==> src/hw/rtl/pqs_pkg.sv <==
package pqs_pkg;

  localparam int NODE_COUNT_DEF = 64;
  localparam int PID_BITS_DEF   = 10;
  localparam int TTY_COUNT_DEF  = 4;

  localparam int LIST_COUNT = 9;
  localparam int MOVED_W    = 7;
  localparam int TICK_W     = 16;
  localparam int TTY_W      = 2;

  localparam logic [3:0] L_DELAY = 4'd0;
  localparam logic [3:0] L_READY = 4'd4;
  localparam logic [3:0] L_TTYR  = 4'd6;
  localparam logic [3:0] L_TTYW  = 4'd7;
  localparam logic [3:0] L_WAIT  = 4'd8;

  localparam logic [3:0] FN_ADD  = 4'd0;
  localparam logic [3:0] FN_POP  = 4'd1;
  localparam logic [3:0] FN_GET  = 4'd2;
  localparam logic [3:0] FN_SET  = 4'd3;
  localparam logic [3:0] FN_FIND = 4'd4;
  localparam logic [3:0] FN_RM   = 4'd5;
  localparam logic [3:0] FN_TICK = 4'd6;
  localparam logic [3:0] FN_TTYR = 4'd7;
  localparam logic [3:0] FN_TTYW = 4'd8;
  localparam logic [3:0] FN_WAIT = 4'd9;

  localparam logic [2:0] ST_OK     = 3'd0;
  localparam logic [2:0] ST_EMPTY  = 3'd1;
  localparam logic [2:0] ST_NOPID  = 3'd2;
  localparam logic [2:0] ST_FULL   = 3'd3;
  localparam logic [2:0] ST_NOTTYW = 3'd4;

  typedef enum logic [3:0] {
    S_IDLE,
    S_DISP,
    S_SRCH,
    S_DET,
    S_APP1,
    S_APP2,
    S_TCHK,
    S_TNEXT,
    S_DONE
  } state_e;

  localparam int DEF_IW = $clog2(NODE_COUNT_DEF);
  localparam int DEF_PW = $clog2(NODE_COUNT_DEF + 1);

  typedef struct packed {
    logic [3:0]              lst;
    logic                    head_we;
    logic [DEF_PW-1:0]       head_d;
    logic                    tail_we;
    logic [DEF_PW-1:0]       tail_d;
    logic                    rd_en;
    logic [DEF_IW-1:0]       rd_addr;
    logic                    node_we;
    logic [DEF_IW-1:0]       node_addr;
    logic [PID_BITS_DEF-1:0] node_pid;
    logic [TTY_W-1:0]        node_tty;
    logic                    ticks_we;
    logic [DEF_IW-1:0]       ticks_addr;
    logic [TICK_W-1:0]       ticks_d;
    logic                    next_we;
    logic [DEF_IW-1:0]       next_addr;
    logic [DEF_PW-1:0]       next_d;
    logic                    prev_we;
    logic [DEF_IW-1:0]       prev_addr;
    logic [DEF_PW-1:0]       prev_d;
    logic                    take;
    logic                    give;
    logic [DEF_IW-1:0]       give_idx;
    logic                    run_we;
    logic [PID_BITS_DEF-1:0] run_d;
  } cmd_t;

  typedef struct packed {
    logic [DEF_PW-1:0]       head;
    logic [DEF_PW-1:0]       tail;
    logic [PID_BITS_DEF-1:0] rd_pid;
    logic [TICK_W-1:0]       rd_ticks;
    logic [TTY_W-1:0]        rd_tty;
    logic [DEF_PW-1:0]       rd_next;
    logic [DEF_PW-1:0]       rd_prev;
    logic [DEF_IW-1:0]       fs_idx;
    logic [DEF_PW-1:0]       free_cnt;
    logic [PID_BITS_DEF-1:0] running;
    logic [PID_BITS_DEF-1:0] idle;
  } stat_t;

endpackage

==> src/hw/rtl/pqs_in_if.sv <==
interface pqs_in_if #(
  parameter int PID_BITS = pqs_pkg::PID_BITS_DEF
);
  logic                       valid;
  logic                       ready;
  logic [3:0]                 func;
  logic [3:0]                 list_sel;
  logic [PID_BITS-1:0]        pid;
  logic [pqs_pkg::TICK_W-1:0] delay_ticks;
  logic [pqs_pkg::TTY_W-1:0]  tty_num;

  modport source (output valid, func, list_sel, pid, delay_ticks, tty_num, input ready);
  modport sink (input valid, func, list_sel, pid, delay_ticks, tty_num, output ready);
endinterface

==> src/hw/rtl/pqs_out_if.sv <==
interface pqs_out_if #(
  parameter int PID_BITS = pqs_pkg::PID_BITS_DEF
);
  logic                        valid;
  logic                        ready;
  logic [2:0]                  status;
  logic [PID_BITS-1:0]         pid_out;
  logic                        is_idle;
  logic [pqs_pkg::MOVED_W-1:0] moved_count;

  modport source (output valid, status, pid_out, is_idle, moved_count, input ready);
  modport sink (input valid, status, pid_out, is_idle, moved_count, output ready);
endinterface

==> src/hw/rtl/process_queue_scheduler.sv <==
// Process queue scheduler: nine linked process lists in a shared pool of NODE_COUNT nodes,
// plus the running pid. One request beat gives one response beat; a new request is taken
// only once the previous one is finished, though its response may still wait in the output
// register. Find, remove and wake-ups walk their list one node per cycle through the node
// memory read port; remove then unlinks the node, and a wake-up that moves a node to ready
// also appends it there. A delay tick visits every delay entry, one per cycle while none
// expires; each entry that expires is unlinked and appended to ready before the walk goes
// on. No clearing pass is needed after reset.
module process_queue_scheduler #(
  parameter int NODE_COUNT = pqs_pkg::NODE_COUNT_DEF,
  parameter int PID_BITS   = pqs_pkg::PID_BITS_DEF,
  parameter int TTY_COUNT  = pqs_pkg::TTY_COUNT_DEF
) (
  input  logic                clk_i,
  input  logic                rst_ni,
  input  logic                cfg_we_i,
  input  logic [PID_BITS-1:0] cfg_data_i,
  pqs_in_if.sink              req_i,
  pqs_out_if.source           rsp_o
);

  localparam int IW = $clog2(NODE_COUNT);
  localparam int PW = $clog2(NODE_COUNT + 1);

  typedef struct packed {
    logic [3:0]                 lst;
    logic                       head_we;
    logic [PW-1:0]              head_d;
    logic                       tail_we;
    logic [PW-1:0]              tail_d;
    logic                       rd_en;
    logic [IW-1:0]              rd_addr;
    logic                       node_we;
    logic [IW-1:0]              node_addr;
    logic [PID_BITS-1:0]        node_pid;
    logic [pqs_pkg::TTY_W-1:0]  node_tty;
    logic                       ticks_we;
    logic [IW-1:0]              ticks_addr;
    logic [pqs_pkg::TICK_W-1:0] ticks_d;
    logic                       next_we;
    logic [IW-1:0]              next_addr;
    logic [PW-1:0]              next_d;
    logic                       prev_we;
    logic [IW-1:0]              prev_addr;
    logic [PW-1:0]              prev_d;
    logic                       take;
    logic                       give;
    logic [IW-1:0]              give_idx;
    logic                       run_we;
    logic [PID_BITS-1:0]        run_d;
  } cmd_t;

  typedef struct packed {
    logic [PW-1:0]              head;
    logic [PW-1:0]              tail;
    logic [PID_BITS-1:0]        rd_pid;
    logic [pqs_pkg::TICK_W-1:0] rd_ticks;
    logic [pqs_pkg::TTY_W-1:0]  rd_tty;
    logic [PW-1:0]              rd_next;
    logic [PW-1:0]              rd_prev;
    logic [IW-1:0]              fs_idx;
    logic [PW-1:0]              free_cnt;
    logic [PID_BITS-1:0]        running;
    logic [PID_BITS-1:0]        idle;
  } stat_t;

  cmd_t  cmd;
  stat_t stat;

  pqs_ctrl #(
    .NODE_COUNT (NODE_COUNT),
    .PID_BITS   (PID_BITS),
    .TTY_COUNT  (TTY_COUNT),
    .cmd_t      (cmd_t),
    .stat_t     (stat_t)
  ) u_ctrl (
    .clk_i  (clk_i),
    .rst_ni (rst_ni),
    .req_i  (req_i),
    .rsp_o  (rsp_o),
    .cmd_o  (cmd),
    .stat_i (stat)
  );

  pqs_datapath #(
    .NODE_COUNT (NODE_COUNT),
    .PID_BITS   (PID_BITS),
    .cmd_t      (cmd_t),
    .stat_t     (stat_t)
  ) u_dp (
    .clk_i      (clk_i),
    .rst_ni     (rst_ni),
    .cfg_we_i   (cfg_we_i),
    .cfg_data_i (cfg_data_i),
    .cmd_i      (cmd),
    .stat_o     (stat)
  );

endmodule

==> src/hw/rtl/pqs_datapath.sv <==
module pqs_datapath #(
  parameter int  NODE_COUNT = pqs_pkg::NODE_COUNT_DEF,
  parameter int  PID_BITS   = pqs_pkg::PID_BITS_DEF,
  parameter type cmd_t      = pqs_pkg::cmd_t,
  parameter type stat_t     = pqs_pkg::stat_t
) (
  input  logic                clk_i,
  input  logic                rst_ni,
  input  logic                cfg_we_i,
  input  logic [PID_BITS-1:0] cfg_data_i,
  input  cmd_t                cmd_i,
  output stat_t               stat_o
);

  localparam int IW = $clog2(NODE_COUNT);
  localparam int PW = $clog2(NODE_COUNT + 1);
  localparam logic [PW-1:0] NIL = PW'(NODE_COUNT);

  logic [PW-1:0] head_q [pqs_pkg::LIST_COUNT];
  logic [PW-1:0] tail_q [pqs_pkg::LIST_COUNT];
  logic          lst_ok;

  assign lst_ok = (cmd_i.lst < 4'(pqs_pkg::LIST_COUNT));

  always_ff @(posedge clk_i or negedge rst_ni) begin
    if (!rst_ni) begin
      for (int i = 0; i < pqs_pkg::LIST_COUNT; i++) begin
        head_q[i] <= NIL;
        tail_q[i] <= NIL;
      end
    end else begin
      if (cmd_i.head_we && lst_ok) head_q[cmd_i.lst] <= cmd_i.head_d;
      if (cmd_i.tail_we && lst_ok) tail_q[cmd_i.lst] <= cmd_i.tail_d;
    end
  end

  assign stat_o.head = lst_ok ? head_q[cmd_i.lst] : NIL;
  assign stat_o.tail = lst_ok ? tail_q[cmd_i.lst] : NIL;

  // node pool
  logic [PID_BITS-1:0]        pid_mem   [NODE_COUNT];
  logic [pqs_pkg::TICK_W-1:0] ticks_mem [NODE_COUNT];
  logic [pqs_pkg::TTY_W-1:0]  tty_mem   [NODE_COUNT];
  logic [PW-1:0]              next_mem  [NODE_COUNT];
  logic [PW-1:0]              prev_mem  [NODE_COUNT];

  logic [PID_BITS-1:0]        rd_pid_q;
  logic [pqs_pkg::TICK_W-1:0] rd_ticks_q;
  logic [pqs_pkg::TTY_W-1:0]  rd_tty_q;
  logic [PW-1:0]              rd_next_q;
  logic [PW-1:0]              rd_prev_q;

  always_ff @(posedge clk_i) begin
    if (cmd_i.node_we) begin
      pid_mem[cmd_i.node_addr] <= cmd_i.node_pid;
      tty_mem[cmd_i.node_addr] <= cmd_i.node_tty;
    end
    if (cmd_i.ticks_we) ticks_mem[cmd_i.ticks_addr] <= cmd_i.ticks_d;
    if (cmd_i.next_we) next_mem[cmd_i.next_addr] <= cmd_i.next_d;
    if (cmd_i.prev_we) prev_mem[cmd_i.prev_addr] <= cmd_i.prev_d;
    if (cmd_i.rd_en) begin
      rd_pid_q   <= pid_mem[cmd_i.rd_addr];
      rd_ticks_q <= ticks_mem[cmd_i.rd_addr];
      rd_tty_q   <= tty_mem[cmd_i.rd_addr];
      rd_next_q  <= next_mem[cmd_i.rd_addr];
      rd_prev_q  <= prev_mem[cmd_i.rd_addr];
    end
  end

  assign stat_o.rd_pid   = rd_pid_q;
  assign stat_o.rd_ticks = rd_ticks_q;
  assign stat_o.rd_tty   = rd_tty_q;
  assign stat_o.rd_next  = rd_next_q;
  assign stat_o.rd_prev  = rd_prev_q;

  // free stack; slots below the low-water mark were never written and hold their own index
  logic [IW-1:0] fs_mem [NODE_COUNT];
  logic [PW-1:0] cnt_q, low_q;
  logic [IW-1:0] pos_w, pos_q, fs_q;
  logic          init_q;
  logic          give_ok;

  assign pos_w   = IW'(cnt_q - PW'(1));
  assign give_ok = cmd_i.give && (cnt_q < NIL);

  always_ff @(posedge clk_i or negedge rst_ni) begin
    if (!rst_ni) begin
      cnt_q <= NIL;
      low_q <= NIL;
    end else if (cmd_i.take) begin
      cnt_q <= cnt_q - PW'(1);
      if (PW'(pos_w) < low_q) low_q <= PW'(pos_w);
    end else if (give_ok) begin
      cnt_q <= cnt_q + PW'(1);
    end
  end

  always_ff @(posedge clk_i) begin
    if (give_ok) fs_mem[cnt_q[IW-1:0]] <= cmd_i.give_idx;
    if (cmd_i.take) begin
      fs_q   <= fs_mem[pos_w];
      pos_q  <= pos_w;
      init_q <= (PW'(pos_w) < low_q);
    end
  end

  assign stat_o.fs_idx   = init_q ? pos_q : fs_q;
  assign stat_o.free_cnt = cnt_q;

  logic [PID_BITS-1:0] run_q, idle_q;

  always_ff @(posedge clk_i or negedge rst_ni) begin
    if (!rst_ni) begin
      run_q  <= '0;
      idle_q <= '0;
    end else begin
      if (cmd_i.run_we) run_q <= cmd_i.run_d;
      if (cfg_we_i) idle_q <= cfg_data_i;
    end
  end

  assign stat_o.running = run_q;
  assign stat_o.idle    = idle_q;

endmodule

==> src/hw/rtl/pqs_ctrl.sv <==
module pqs_ctrl #(
  parameter int  NODE_COUNT = pqs_pkg::NODE_COUNT_DEF,
  parameter int  PID_BITS   = pqs_pkg::PID_BITS_DEF,
  parameter int  TTY_COUNT  = pqs_pkg::TTY_COUNT_DEF,
  parameter type cmd_t      = pqs_pkg::cmd_t,
  parameter type stat_t     = pqs_pkg::stat_t
) (
  input  logic      clk_i,
  input  logic      rst_ni,
  pqs_in_if.sink    req_i,
  pqs_out_if.source rsp_o,
  output cmd_t      cmd_o,
  input  stat_t     stat_i
);

  localparam int IW = $clog2(NODE_COUNT);
  localparam int PW = $clog2(NODE_COUNT + 1);
  localparam int MW = pqs_pkg::MOVED_W;
  localparam logic [PW-1:0] NIL = PW'(NODE_COUNT);

  pqs_pkg::state_e state_q, state_d;

  logic [3:0]                 func_q, sel_q;
  logic [PID_BITS-1:0]        pid_q;
  logic [pqs_pkg::TICK_W-1:0] ticks_q;
  logic [pqs_pkg::TTY_W-1:0]  tty_q;

  logic [IW-1:0]       n_q, n_d;
  logic [PW-1:0]       nx_q, nx_d, t_q, t_d;
  logic [2:0]          st_q, st_d;
  logic [PID_BITS-1:0] po_q, po_d;
  logic                ii_q, ii_d;
  logic [MW-1:0]       mv_q, mv_d;

  logic                ov_q, ov_d, load;
  logic [2:0]          o_st_q;
  logic [PID_BITS-1:0] o_po_q;
  logic                o_ii_q;
  logic [MW-1:0]       o_mv_q;

  logic [3:0]    wl;
  logic          accept, by_pid, hit, sel_bad, tty_bad;
  logic [IW-1:0] app_n;

  assign accept = req_i.valid && req_i.ready;
  assign req_i.ready = (state_q == pqs_pkg::S_IDLE);

  always_comb begin
    case (func_q)
      pqs_pkg::FN_POP:  wl = pqs_pkg::L_READY;
      pqs_pkg::FN_TICK: wl = pqs_pkg::L_DELAY;
      pqs_pkg::FN_TTYR: wl = pqs_pkg::L_TTYR;
      pqs_pkg::FN_TTYW: wl = pqs_pkg::L_TTYW;
      pqs_pkg::FN_WAIT: wl = pqs_pkg::L_WAIT;
      default:          wl = sel_q;
    endcase
  end

  assign by_pid  = (func_q != pqs_pkg::FN_TTYR) && (func_q != pqs_pkg::FN_TTYW);
  assign hit     = by_pid ? (stat_i.rd_pid == pid_q) : (stat_i.rd_tty == tty_q);
  assign sel_bad = (sel_q >= 4'(pqs_pkg::LIST_COUNT));
  assign tty_bad = (int'(tty_q) >= TTY_COUNT);
  assign app_n   = (func_q == pqs_pkg::FN_ADD) ? stat_i.fs_idx : n_q;

  always_comb begin
    state_d = state_q;
    n_d  = n_q;
    nx_d = nx_q;
    t_d  = t_q;
    st_d = st_q;
    po_d = po_q;
    ii_d = ii_q;
    mv_d = mv_q;
    load = 1'b0;
    cmd_o = '0;
    cmd_o.lst = wl;

    case (state_q)
      pqs_pkg::S_IDLE: begin
        if (accept) begin
          st_d = pqs_pkg::ST_OK;
          po_d = '0;
          ii_d = 1'b0;
          mv_d = '0;
          state_d = pqs_pkg::S_DISP;
        end
      end

      pqs_pkg::S_DISP: begin
        state_d = pqs_pkg::S_DONE;
        cmd_o.rd_addr = stat_i.head[IW-1:0];
        n_d = stat_i.head[IW-1:0];
        case (func_q)
          pqs_pkg::FN_ADD: begin
            if (!sel_bad) begin
              po_d = pid_q;
              if (!(sel_q == pqs_pkg::L_READY && pid_q == stat_i.idle)) begin
                if (stat_i.free_cnt == '0) begin
                  st_d = pqs_pkg::ST_FULL;
                end else begin
                  cmd_o.take = 1'b1;
                  state_d = pqs_pkg::S_APP1;
                end
              end
            end
          end
          pqs_pkg::FN_POP: begin
            if (stat_i.head == NIL) begin
              st_d = pqs_pkg::ST_EMPTY;
              po_d = stat_i.idle;
              ii_d = 1'b1;
            end else begin
              cmd_o.rd_en = 1'b1;
              state_d = pqs_pkg::S_DET;
            end
          end
          pqs_pkg::FN_GET: po_d = stat_i.running;
          pqs_pkg::FN_SET: begin
            cmd_o.run_we = 1'b1;
            cmd_o.run_d  = pid_q;
            po_d = pid_q;
          end
          pqs_pkg::FN_FIND, pqs_pkg::FN_RM: begin
            if (sel_bad) begin
              st_d = pqs_pkg::ST_NOPID;
            end else if (stat_i.head == NIL) begin
              st_d = pqs_pkg::ST_EMPTY;
            end else begin
              cmd_o.rd_en = 1'b1;
              state_d = pqs_pkg::S_SRCH;
            end
          end
          pqs_pkg::FN_TICK: begin
            if (stat_i.head != NIL) begin
              cmd_o.rd_en = 1'b1;
              state_d = pqs_pkg::S_TCHK;
            end
          end
          pqs_pkg::FN_TTYR, pqs_pkg::FN_TTYW, pqs_pkg::FN_WAIT: begin
            if (stat_i.head == NIL || (!by_pid && tty_bad)) begin
              if (func_q == pqs_pkg::FN_TTYW) st_d = pqs_pkg::ST_NOTTYW;
            end else begin
              cmd_o.rd_en = 1'b1;
              state_d = pqs_pkg::S_SRCH;
            end
          end
          default: ;
        endcase
      end

      pqs_pkg::S_SRCH: begin
        if (hit) begin
          po_d = by_pid ? pid_q : stat_i.rd_pid;
          state_d = (func_q == pqs_pkg::FN_FIND) ? pqs_pkg::S_DONE : pqs_pkg::S_DET;
        end else if (stat_i.rd_next == NIL) begin
          if (func_q == pqs_pkg::FN_FIND || func_q == pqs_pkg::FN_RM) begin
            st_d = pqs_pkg::ST_NOPID;
          end else if (func_q == pqs_pkg::FN_TTYW) begin
            st_d = pqs_pkg::ST_NOTTYW;
          end
          state_d = pqs_pkg::S_DONE;
        end else begin
          // advance one node
          cmd_o.rd_en   = 1'b1;
          cmd_o.rd_addr = stat_i.rd_next[IW-1:0];
          n_d = stat_i.rd_next[IW-1:0];
        end
      end

      pqs_pkg::S_DET: begin
        if (func_q == pqs_pkg::FN_POP) po_d = stat_i.rd_pid;
        if (stat_i.rd_prev == NIL) begin
          cmd_o.head_we = 1'b1;
          cmd_o.head_d  = stat_i.rd_next;
        end else begin
          cmd_o.next_we   = 1'b1;
          cmd_o.next_addr = stat_i.rd_prev[IW-1:0];
          cmd_o.next_d    = stat_i.rd_next;
        end
        if (stat_i.rd_next == NIL) begin
          cmd_o.tail_we = 1'b1;
          cmd_o.tail_d  = stat_i.rd_prev;
        end else begin
          cmd_o.prev_we   = 1'b1;
          cmd_o.prev_addr = stat_i.rd_next[IW-1:0];
          cmd_o.prev_d    = stat_i.rd_prev;
        end
        cmd_o.give_idx = n_q;
        state_d = pqs_pkg::S_DONE;
        if (func_q == pqs_pkg::FN_POP || func_q == pqs_pkg::FN_RM) begin
          cmd_o.give = 1'b1;
        end else if (stat_i.rd_pid == stat_i.idle) begin
          // drop the idle pid instead of queueing it
          cmd_o.give = 1'b1;
        end else begin
          mv_d = MW'(1);
          state_d = pqs_pkg::S_APP1;
        end
      end

      pqs_pkg::S_APP1: begin
        cmd_o.lst = (func_q == pqs_pkg::FN_ADD) ? sel_q : pqs_pkg::L_READY;
        n_d = app_n;
        t_d = stat_i.tail;
        cmd_o.node_we    = (func_q == pqs_pkg::FN_ADD);
        cmd_o.node_addr  = app_n;
        cmd_o.node_pid   = pid_q;
        cmd_o.node_tty   = tty_q;
        cmd_o.ticks_we   = (func_q == pqs_pkg::FN_ADD);
        cmd_o.ticks_addr = app_n;
        cmd_o.ticks_d    = ticks_q;
        cmd_o.next_we    = 1'b1;
        cmd_o.next_addr  = app_n;
        cmd_o.next_d     = NIL;
        cmd_o.prev_we    = 1'b1;
        cmd_o.prev_addr  = app_n;
        cmd_o.prev_d     = stat_i.tail;
        cmd_o.tail_we    = 1'b1;
        cmd_o.tail_d     = PW'(app_n);
        if (stat_i.tail == NIL) begin
          cmd_o.head_we = 1'b1;
          cmd_o.head_d  = PW'(app_n);
          state_d = (func_q == pqs_pkg::FN_TICK) ? pqs_pkg::S_TNEXT : pqs_pkg::S_DONE;
        end else begin
          state_d = pqs_pkg::S_APP2;
        end
      end

      pqs_pkg::S_APP2: begin
        cmd_o.lst       = (func_q == pqs_pkg::FN_ADD) ? sel_q : pqs_pkg::L_READY;
        cmd_o.next_we   = 1'b1;
        cmd_o.next_addr = t_q[IW-1:0];
        cmd_o.next_d    = PW'(n_q);
        state_d = (func_q == pqs_pkg::FN_TICK) ? pqs_pkg::S_TNEXT : pqs_pkg::S_DONE;
      end

      pqs_pkg::S_TCHK: begin
        nx_d = stat_i.rd_next;
        cmd_o.ticks_addr = n_q;
        cmd_o.ticks_d    = stat_i.rd_ticks - pqs_pkg::TICK_W'(1);
        cmd_o.ticks_we   = (stat_i.rd_ticks != '0);
        if (stat_i.rd_ticks == pqs_pkg::TICK_W'(1)) begin
          // expired: unlink from delay now, append to ready next
          if (stat_i.rd_prev == NIL) begin
            cmd_o.head_we = 1'b1;
            cmd_o.head_d  = stat_i.rd_next;
          end else begin
            cmd_o.next_we   = 1'b1;
            cmd_o.next_addr = stat_i.rd_prev[IW-1:0];
            cmd_o.next_d    = stat_i.rd_next;
          end
          if (stat_i.rd_next == NIL) begin
            cmd_o.tail_we = 1'b1;
            cmd_o.tail_d  = stat_i.rd_prev;
          end else begin
            cmd_o.prev_we   = 1'b1;
            cmd_o.prev_addr = stat_i.rd_next[IW-1:0];
            cmd_o.prev_d    = stat_i.rd_prev;
          end
          mv_d = mv_q + MW'(1);
          state_d = pqs_pkg::S_APP1;
        end else if (stat_i.rd_next == NIL) begin
          state_d = pqs_pkg::S_DONE;
        end else begin
          cmd_o.rd_en   = 1'b1;
          cmd_o.rd_addr = stat_i.rd_next[IW-1:0];
          n_d = stat_i.rd_next[IW-1:0];
        end
      end

      pqs_pkg::S_TNEXT: begin
        if (nx_q == NIL) begin
          state_d = pqs_pkg::S_DONE;
        end else begin
          cmd_o.rd_en   = 1'b1;
          cmd_o.rd_addr = nx_q[IW-1:0];
          n_d = nx_q[IW-1:0];
          state_d = pqs_pkg::S_TCHK;
        end
      end

      pqs_pkg::S_DONE: begin
        if (!ov_q || rsp_o.ready) begin
          load = 1'b1;
          state_d = pqs_pkg::S_IDLE;
        end
      end

      default: state_d = pqs_pkg::S_IDLE;
    endcase
  end

  assign ov_d = load ? 1'b1 : (rsp_o.ready ? 1'b0 : ov_q);

  always_ff @(posedge clk_i or negedge rst_ni) begin
    if (!rst_ni) begin
      state_q <= pqs_pkg::S_IDLE;
      ov_q    <= 1'b0;
    end else begin
      state_q <= state_d;
      ov_q    <= ov_d;
    end
  end

  always_ff @(posedge clk_i) begin
    if (accept) begin
      func_q  <= req_i.func;
      sel_q   <= req_i.list_sel;
      pid_q   <= req_i.pid;
      ticks_q <= req_i.delay_ticks;
      tty_q   <= req_i.tty_num;
    end
    n_q  <= n_d;
    nx_q <= nx_d;
    t_q  <= t_d;
    st_q <= st_d;
    po_q <= po_d;
    ii_q <= ii_d;
    mv_q <= mv_d;
    if (load) begin
      o_st_q <= st_q;
      o_po_q <= po_q;
      o_ii_q <= ii_q;
      o_mv_q <= mv_q;
    end
  end

  assign rsp_o.valid       = ov_q;
  assign rsp_o.status      = o_st_q;
  assign rsp_o.pid_out     = o_po_q;
  assign rsp_o.is_idle     = o_ii_q;
  assign rsp_o.moved_count = o_mv_q;

`ifndef SYNTH
  a_accept_disp: assert property (@(posedge clk_i) disable iff (!rst_ni)
    accept |=> state_q == pqs_pkg::S_DISP)
    else $error("accepted beat did not start dispatch");

  a_app2_tail: assert property (@(posedge clk_i) disable iff (!rst_ni)
    state_q == pqs_pkg::S_APP2 |-> t_q != NIL)
    else $error("tail link step with null tail");

  a_moved_one: assert property (@(posedge clk_i) disable iff (!rst_ni)
    (state_q == pqs_pkg::S_DONE && func_q != pqs_pkg::FN_TICK) |-> mv_q <= MW'(1))
    else $error("more than one move outside a tick");

  a_load_free: assert property (@(posedge clk_i) disable iff (!rst_ni)
    load |-> (!ov_q || rsp_o.ready))
    else $error("result overwrote a pending beat");
`endif

endmodule

==> src/flat_wrapper.sv <==
// flat-port wrapper written by rule: the top's interface ports become plain ports
module process_queue_scheduler_flat 
#(
  parameter int NODE_COUNT = pqs_pkg::NODE_COUNT_DEF,
  parameter int PID_BITS   = pqs_pkg::PID_BITS_DEF,
  parameter int TTY_COUNT  = pqs_pkg::TTY_COUNT_DEF
)
  (clk_i, rst_ni, cfg_we_i, cfg_data_i, req_i_valid, req_i_func, req_i_list_sel, req_i_pid, req_i_delay_ticks, req_i_tty_num, req_i_ready, rsp_o_valid, rsp_o_status, rsp_o_pid_out, rsp_o_is_idle, rsp_o_moved_count, rsp_o_ready);
  pqs_in_if #(.PID_BITS(PID_BITS)) req_i_i ();
  pqs_out_if #(.PID_BITS(PID_BITS)) rsp_o_i ();
  input  logic clk_i;
  input  logic rst_ni;
  input  logic cfg_we_i;
  input  logic [PID_BITS-1:0] cfg_data_i;
  input wire logic [$bits(req_i_i.valid)-1:0] req_i_valid;
  input wire logic [$bits(req_i_i.func)-1:0] req_i_func;
  input wire logic [$bits(req_i_i.list_sel)-1:0] req_i_list_sel;
  input wire logic [$bits(req_i_i.pid)-1:0] req_i_pid;
  input wire logic [$bits(req_i_i.delay_ticks)-1:0] req_i_delay_ticks;
  input wire logic [$bits(req_i_i.tty_num)-1:0] req_i_tty_num;
  output wire logic [$bits(req_i_i.ready)-1:0] req_i_ready;
  output wire logic [$bits(rsp_o_i.valid)-1:0] rsp_o_valid;
  output wire logic [$bits(rsp_o_i.status)-1:0] rsp_o_status;
  output wire logic [$bits(rsp_o_i.pid_out)-1:0] rsp_o_pid_out;
  output wire logic [$bits(rsp_o_i.is_idle)-1:0] rsp_o_is_idle;
  output wire logic [$bits(rsp_o_i.moved_count)-1:0] rsp_o_moved_count;
  input wire logic [$bits(rsp_o_i.ready)-1:0] rsp_o_ready;
  assign req_i_i.valid = req_i_valid;
  assign req_i_i.func = req_i_func;
  assign req_i_i.list_sel = req_i_list_sel;
  assign req_i_i.pid = req_i_pid;
  assign req_i_i.delay_ticks = req_i_delay_ticks;
  assign req_i_i.tty_num = req_i_tty_num;
  assign req_i_ready = req_i_i.ready;
  assign rsp_o_valid = rsp_o_i.valid;
  assign rsp_o_status = rsp_o_i.status;
  assign rsp_o_pid_out = rsp_o_i.pid_out;
  assign rsp_o_is_idle = rsp_o_i.is_idle;
  assign rsp_o_moved_count = rsp_o_i.moved_count;
  assign rsp_o_i.ready = rsp_o_ready;
  process_queue_scheduler #(.NODE_COUNT(NODE_COUNT), .PID_BITS(PID_BITS), .TTY_COUNT(TTY_COUNT)) u_core (.clk_i(clk_i), .rst_ni(rst_ni), .cfg_we_i(cfg_we_i), .cfg_data_i(cfg_data_i), .req_i(req_i_i), .rsp_o(rsp_o_i));
endmodule
==> config.mk <==
export PLATFORM = sky130hd
export DESIGN_NAME = process_queue_scheduler_flat
export DESIGN_NICKNAME = d
export VERILOG_FILES = /design/src/hw/rtl/pqs_pkg.sv /design/src/hw/rtl/pqs_in_if.sv /design/src/hw/rtl/pqs_out_if.sv /design/src/hw/rtl/process_queue_scheduler.sv /design/src/hw/rtl/pqs_datapath.sv /design/src/hw/rtl/pqs_ctrl.sv /design/src/flat_wrapper.sv
export SDC_FILE = /design/constraint.sdc
export NUM_CORES = 2
export LEC_CHECK = 0
export BUFFER_PORTS_ARGS = -buffer_cell sky130_fd_sc_hd__buf_2
export CAP_MARGIN = 25
export CORE_UTILIZATION = 40
export DETAILED_ROUTE_END_ITERATION = 6
export MAX_ROUTING_LAYER = met4
export SYNTH_ARGS = -nofsm -noshare
export SYNTH_HDL_FRONTEND = slang
export SYNTH_SLANG_ARGS = --single-unit
==> constraint.sdc <==
create_clock -name clk_i -period 14 [get_ports clk_i]
set_input_delay 1.4 -clock clk_i [delete_from_list [all_inputs] [get_ports clk_i]]
set_output_delay 1.4 -clock clk_i [all_outputs]
set_load 0.05 [all_outputs]
; ---- Word-level counts from Yosys, hierarchy flattened
; Memories as Yosys holds them, arrays and structs flattened. A register that Yosys moved wholly into a read port is not among the register bits.
; Index checks and enable logic that the tools add are counted.
; W data, S select, Z words.
[op_classes]
n_addsub = 4
n_lt_le_gt_ge = 6
eq_ne = 51
n_mux = 120
bitwise = 1
n_reduce_logical = 33
[ops]
columns = operator, n
row1 = $bwmux W63, 2
row2 = $mux W7, 18
row3 = $mux W4, 20
row4 = $pmux W10 S4, 2
row5 = $mux W10, 6
row6 = $bmux W7 S4, 2
row7 = $pmux W14 S4, 1
row8 = $pmux W16 S3, 1
row9 = $pmux W23 S2, 1
row10 = $pmux W14 S3, 1
row11 = $pmux W4 S5, 2
row12 = $eq A4 B3 Y1 const B, 9
row13 = $mux W6, 6
row14 = $pmux W4 S9, 1
row15 = $eq A7 B7 Y1 const B, 5
row16 = $mux W3, 11
row17 = $eq A10 B10 Y1, 3
row18 = $pmux W6 S5, 1
row19 = $demux W7 S4, 1
row20 = $mux W1, 28
row21 = $mux W14, 2
row22 = $mux W28, 1
row23 = $pmux W7 S4, 1
row24 = $mux W8, 3
row25 = 48 further kinds, 87
[totals]
register_bits = 269
ram_bits = 3072
input_bits = 51
output_inout_bits = 23
elab_cells = 263
mem_count = 6
[memory_table]
columns = memory, words, word_bits, read_ports, rd_ports_with_merged_regs, write_ports, line
row1 = u_core.u_dp.ticks_mem, 64, 16, 1, 1, 1, pqs_datapath.sv:42  ; logic [pqs_pkg::TICK_W-1:0] ticks_mem [NODE_COUNT];
row2 = u_core.u_dp.pid_mem, 64, 10, 1, 1, 1, pqs_datapath.sv:41  ; logic [PID_BITS-1:0] pid_mem [NODE_COUNT];
row3 = u_core.u_dp.next_mem, 64, 7, 1, 1, 1, pqs_datapath.sv:44  ; logic [PW-1:0] next_mem [NODE_COUNT];
row4 = u_core.u_dp.prev_mem, 64, 7, 1, 1, 1, pqs_datapath.sv:45  ; logic [PW-1:0] prev_mem [NODE_COUNT];
row5 = u_core.u_dp.fs_mem, 64, 6, 1, 1, 1, pqs_datapath.sv:77  ; logic [IW-1:0] fs_mem [NODE_COUNT];
row6 = u_core.u_dp.tty_mem, 64, 2, 1, 1, 1, pqs_datapath.sv:43  ; logic [pqs_pkg::TTY_W-1:0] tty_mem [NODE_COUNT];

; ---- Longest topological paths before layout
[depth]
ltp_word = 13
mapped_depth = 21
mapped_depth_nobuf = 14

; ---- By module
; A second synthesis with hierarchy kept.
[hier_totals]
hier_cells = 6420
area_unflattened_um2 = 133528.1
[by_module_without_submodules]
columns = mod, n_inst, cells_per_inst, area_per_inst_um2, seq_area_each_um2
row1 = pqs_datapath, 1, 5803, 127223.3, 97928.9
row2 = pqs_ctrl, 1, 617, 6304.8, 3037.9

; ---- Worst setup path after synthesis
; OpenSTA, ideal clock, no wires.
[synth_path]
path_kind = register to register
from = register u_core.u_ctrl.state_q[1]
to = memory u_core.u_dp.prev_mem[0][0] (netlist bit) (data pin)
setup_time_ns = 0.702
arrival_time_ns = 5.333
t_required_ns = 13.298
path_slack_ns = 7.965
stages_incl_launch_ff = 11
path_buffers = 4
synth_period_minus_slack_ns = 6.035
cell_sequence = dfrtp_1 -> buf_2 -> or3b_1 -> o2111a_1 -> or3_1 -> buf_4 -> buf_4 -> nor4_1 -> clkbuf_1 -> a2bb2oi_1 -> o21ai_0
[synth_rtl]
columns = item, line
row1 = start: declaration, pqs_ctrl.sv:21  ; pqs_pkg::state_e state_q, state_d;
row2 = start signal: assignment, pqs_ctrl.sv:297  ; state_q <= pqs_pkg::S_IDLE;
row3 = start signal: assignment, pqs_ctrl.sv:300  ; state_q <= state_d;
row4 = end: declaration, pqs_datapath.sv:45

; ---- Worst setup path in the final report
[layout_path]
from = register u_core.u_dp.rd_ticks_q[6] (netlist bit), read port of u_core.u_dp.ticks_mem
to = register u_core.u_dp.rd_ticks_q[5] (netlist bit), read port of u_core.u_dp.ticks_mem (data pin)
[layout_via]
elab_chain_len = 3
[layout_rtl]
columns = item, line
row1 = start: declaration, pqs_datapath.sv:48  ; logic [pqs_pkg::TICK_W-1:0] rd_ticks_q;
row2 = $eq A16 B1 Y1, pqs_ctrl.sv:242  ; if (stat_i.rd_ticks == pqs_pkg::TICK_W'(1)) begin
row3 = $mux W7, pqs_ctrl.sv:242
row4 = $pmux W7 S4, pqs_ctrl.sv:78  ; case (state_q)
; Every way passes these cells.
; A chain may end at the register's enable or synchronous reset.

==> impl_metrics.toml <==
[clock_network]
post_cts_buffers = 0
clk_path_buf_depth = 4
post_cts_resized = 0
clk_pin_slew_ns = 0.06
clock_sinks = 3389
cts_root_buf = "clkbuf_16"
hold_buffers = 0
cts_tree = "done"
htree_levels = 5
clk_latency_ns = 0.90
cts_buffers = 335

[placement]
dp_hpwl_mm = 219.2
portBuffers = 73
place_congestion = 0.8514

[drt]
firstDrtPassIters = 7
drc = 0
totalWireLength_mm = 363.5
drtIter0Drc = 8903
vias = 72096
antenna_left = 0
wl_per_cell_um = 29.78
viasPerCell = 5.907

[logic_synthesis]
ys_seq_area_share_pct = 75.53
avgSynthCellArea_um2 = 18.41
synth_top_area_cell = "edfxtp_1"
ys_warn_count = 0
synth_fp_nets = 7324
synthTopCellsByArea = "edfxtp_1 72%, mux4_2 10%, dfrtp_1 2.7%"
yosysMostFrequentCell = "edfxtp_1"
yosysUniqueCellTypes = 90
synth_flop_cell = "edfxtp_1"
yosysTopAreaCellShare_pct = 72.42
ys_seq_elements = 3389
ys_top_cells_by_count = "3,224 x edfxtp_1, 605 x mux4_2, 553 x nand2_1"
synthCells = 7262
synthArstFlopShare_pct = 4.869
synth_edf_count = 3224
syn_area_um2 = 133700

[hold_path]
min_path_type = "reg -> reg"
worstHoldStart = "u_core.u_ctrl.po_q[4]"

[setup_path]
cp_slowest_cell = "buf_4"
slowest_delay_ns = 0.81
path_delay_family = "simple AND/OR/NAND/NOR gates"
crit_chain = "nor4_1, nand4_1, and2_1, a22o_1, a211oi_1, o31a_2, buf_4, buf_12, buf_4, mux4_2, a22oi_1, a21oi_1, or4_1"
critPathRequiredTime_ns = 14.63
crit_top_cell = "buf_4"
cp-end-kind = "register"
path_class = "reg -> reg"
r2r-start = "u_core.u_dp.rd_ticks_q[6]"
worst_setup_path_start_kind = "register"
worst-path-buf-inv = 3
crit_start = "u_core.u_dp.rd_ticks_q[6]"
cp_data_arrival_time_ns = 7.98
crit_fanout = 100

[global_route]
grt_usage_pct = 21.83
grt-ovfl-total = 0
antenna_found_initial = 19
grt_max_degree = 134
grt_pass1_wl_mm = 522.1
first_global_vias = 71514

[floorplan]
ios = 74
die_w_um = 580.1
rows = 211
coreArea_um2 = 331300
die-area_um2 = 336500
start_util_pct = 40.35
die_h_um = 580.1

[final_layout]
num-fill-cells = 27755
multiInputGateArea_um2 = 31240
seqCellArea_um2 = 101000
fin_nets = 7627
area_delta_synth_final_pct = 13.20
drive_above_1_share_pct = 21.39

[power]
ir_worst_vdd_v = 0.0001845
p_total_uw = 27770
powerDensity_nw_per_um2 = 183.5
p_leak_uw = 0.04839

[sta]
max-slew-margin-rel_pct = 24.08
rsz0062_at_grt = "no"
hold_viol = 0
worst_slew_pin_slew_ns = 1.139
setup_tns_ns = 0
finClkSkew_ns = 0.04607
period_share_pct = 52.49
finalMaxSlewViolations = 0
min_period_ns = 7.348
setup_viol = 0
fmax_ghz = 0.1361

[job]
maxCapViolations = 0

[status]
status = "complete, no violations"
routing by layer:
layer | track usage, % | up-vias | share of wire [%]
li1 | - | 29955 | -
met1 | 29.70 | 38232 | 41
met2 | 34.33 | 3334 | 48
met3 | 3.205 | 575 | 7.9
met4 | 6.293 | 0 | 3.0
met5 | - | - | 0
worst register-to-register path: stages (launching register included):
cell and delay [ns]:
edfxtp_1 0.44, nor4_1 0.56, nand4_1 0.74, and2_1 0.52, a22o_1 0.20, a211oi_1 0.43, o31a_2 0.30, buf_4 0.56
buf_12 0.71, buf_4 0.98, mux4_2 0.64, a22oi_1 0.21, a21oi_1 0.20, or4_1 0.58
through the flow:
step | hold WS, ns | util (%) | setup slack [ns] | area [um2] | cells
after floorplan | 0.4003 | - | 7.965 | 133700 | 7262
after global placement | 0.4180 | 42.34 | 6.254 | 140300 | 11570
after detailed placement | 0.4054 | 42.44 | 6.171 | 140600 | 11590
after CTS | 0.4196 | 45.64 | 6.163 | 151200 | 12193
after global routing | 0.4214 | 45.67 | 6.181 | 151300 | 12203
final | 0.4195 | 45.67 | 6.652 | 151300 | 12206
cell usage in the layout, fill, tap and decap left out, drive strengths merged, types with 18 or more instances in the layout:
cell and instances:
a22o 25, edfxtp 3224, buf 360, or4 33, nor4 27, a21oi 314, xor2 22, bufinv 29
clkbuf 418, a221oi 21, nor3 30, nand2 553, and2 31, and3 22, nand3 158, nor2b 18
mux2i 264, o22ai 116, a211oi 48, mux2 93, dfrtp 145, nor2 455, inv 48, clkinv 141
dfstp 20, mux4 605, xnor2 36, a22oi 213, a32oi 27, o21ai 110, a31oi 33
area by class of cell:
| type | count | share of cell area (%) |
|---|---|---|
| Antenna cell | 9 | 0.01488 |
| Clock buffer | 418 | 5.900 |
| Clock inverter | 185 | 1.091 |
| Inverter | 44 | 0.1091 |
| Multi-Input combinational cell | 3435 | 20.64 |
| Sequential cell | 3389 | 66.73 |
| Tap cell | 4366 | 3.610 |
| Timing Repair Buffer | 360 | 1.906 |
power breakdown:
part	internal (uW)	leakage, uW	switching (uW)	total, uW
clock	5060	0.00517	3780	8830
sequential	11700	0.0303	329	12000
combinational	2500	0.0130	4440	6940
cell families (layout without fill, tap and decap cells):
group	Yosys count	after routing	share of synthesized area (%)
DFF	3389	3389	75.53
other	0	9	0
buffers and inverters	438	1007	1.556
xor gates and xnor gates	58	58	0.3800
muxes	962	962	12.95
adders and majority gates	11	11	0.1030
and+or+nand+nor	1412	1412	4.661
AOI/OAI and AO/OA	992	992	4.817
worst paths after layout:
check,depth (start not counted),endpoint,slack (ns)
setup / recovery,13,u_core.u_dp.rd_ticks_q[5],6.65
hold reg to reg,0,u_core.u_ctrl.rsp_o.pid_out[4],0.42
hold / removal,0,u_core.u_ctrl.rsp_o.pid_out[4],0.42
setup reg to reg,13,u_core.u_dp.rd_ticks_q[5],6.65
min in group asynchronous,2,u_core.u_dp.tail_q[43],0.57
max in group asynchronous,3,u_core.u_dp.cnt_q[0],11.97
flip-flops by register name (all words and copies together) (netlist names), 63 cells and up:
signal / cells
u_core.u_dp.fs_mem: 384
u_core.u_dp.head_q: 63
u_core.u_dp.next_mem: 448
u_core.u_dp.pid_mem: 640
u_core.u_dp.prev_mem: 448
u_core.u_dp.tail_q: 63
u_core.u_dp.ticks_mem: 1024
u_core.u_dp.tty_mem: 128
(Power assumes the default switching activity.)
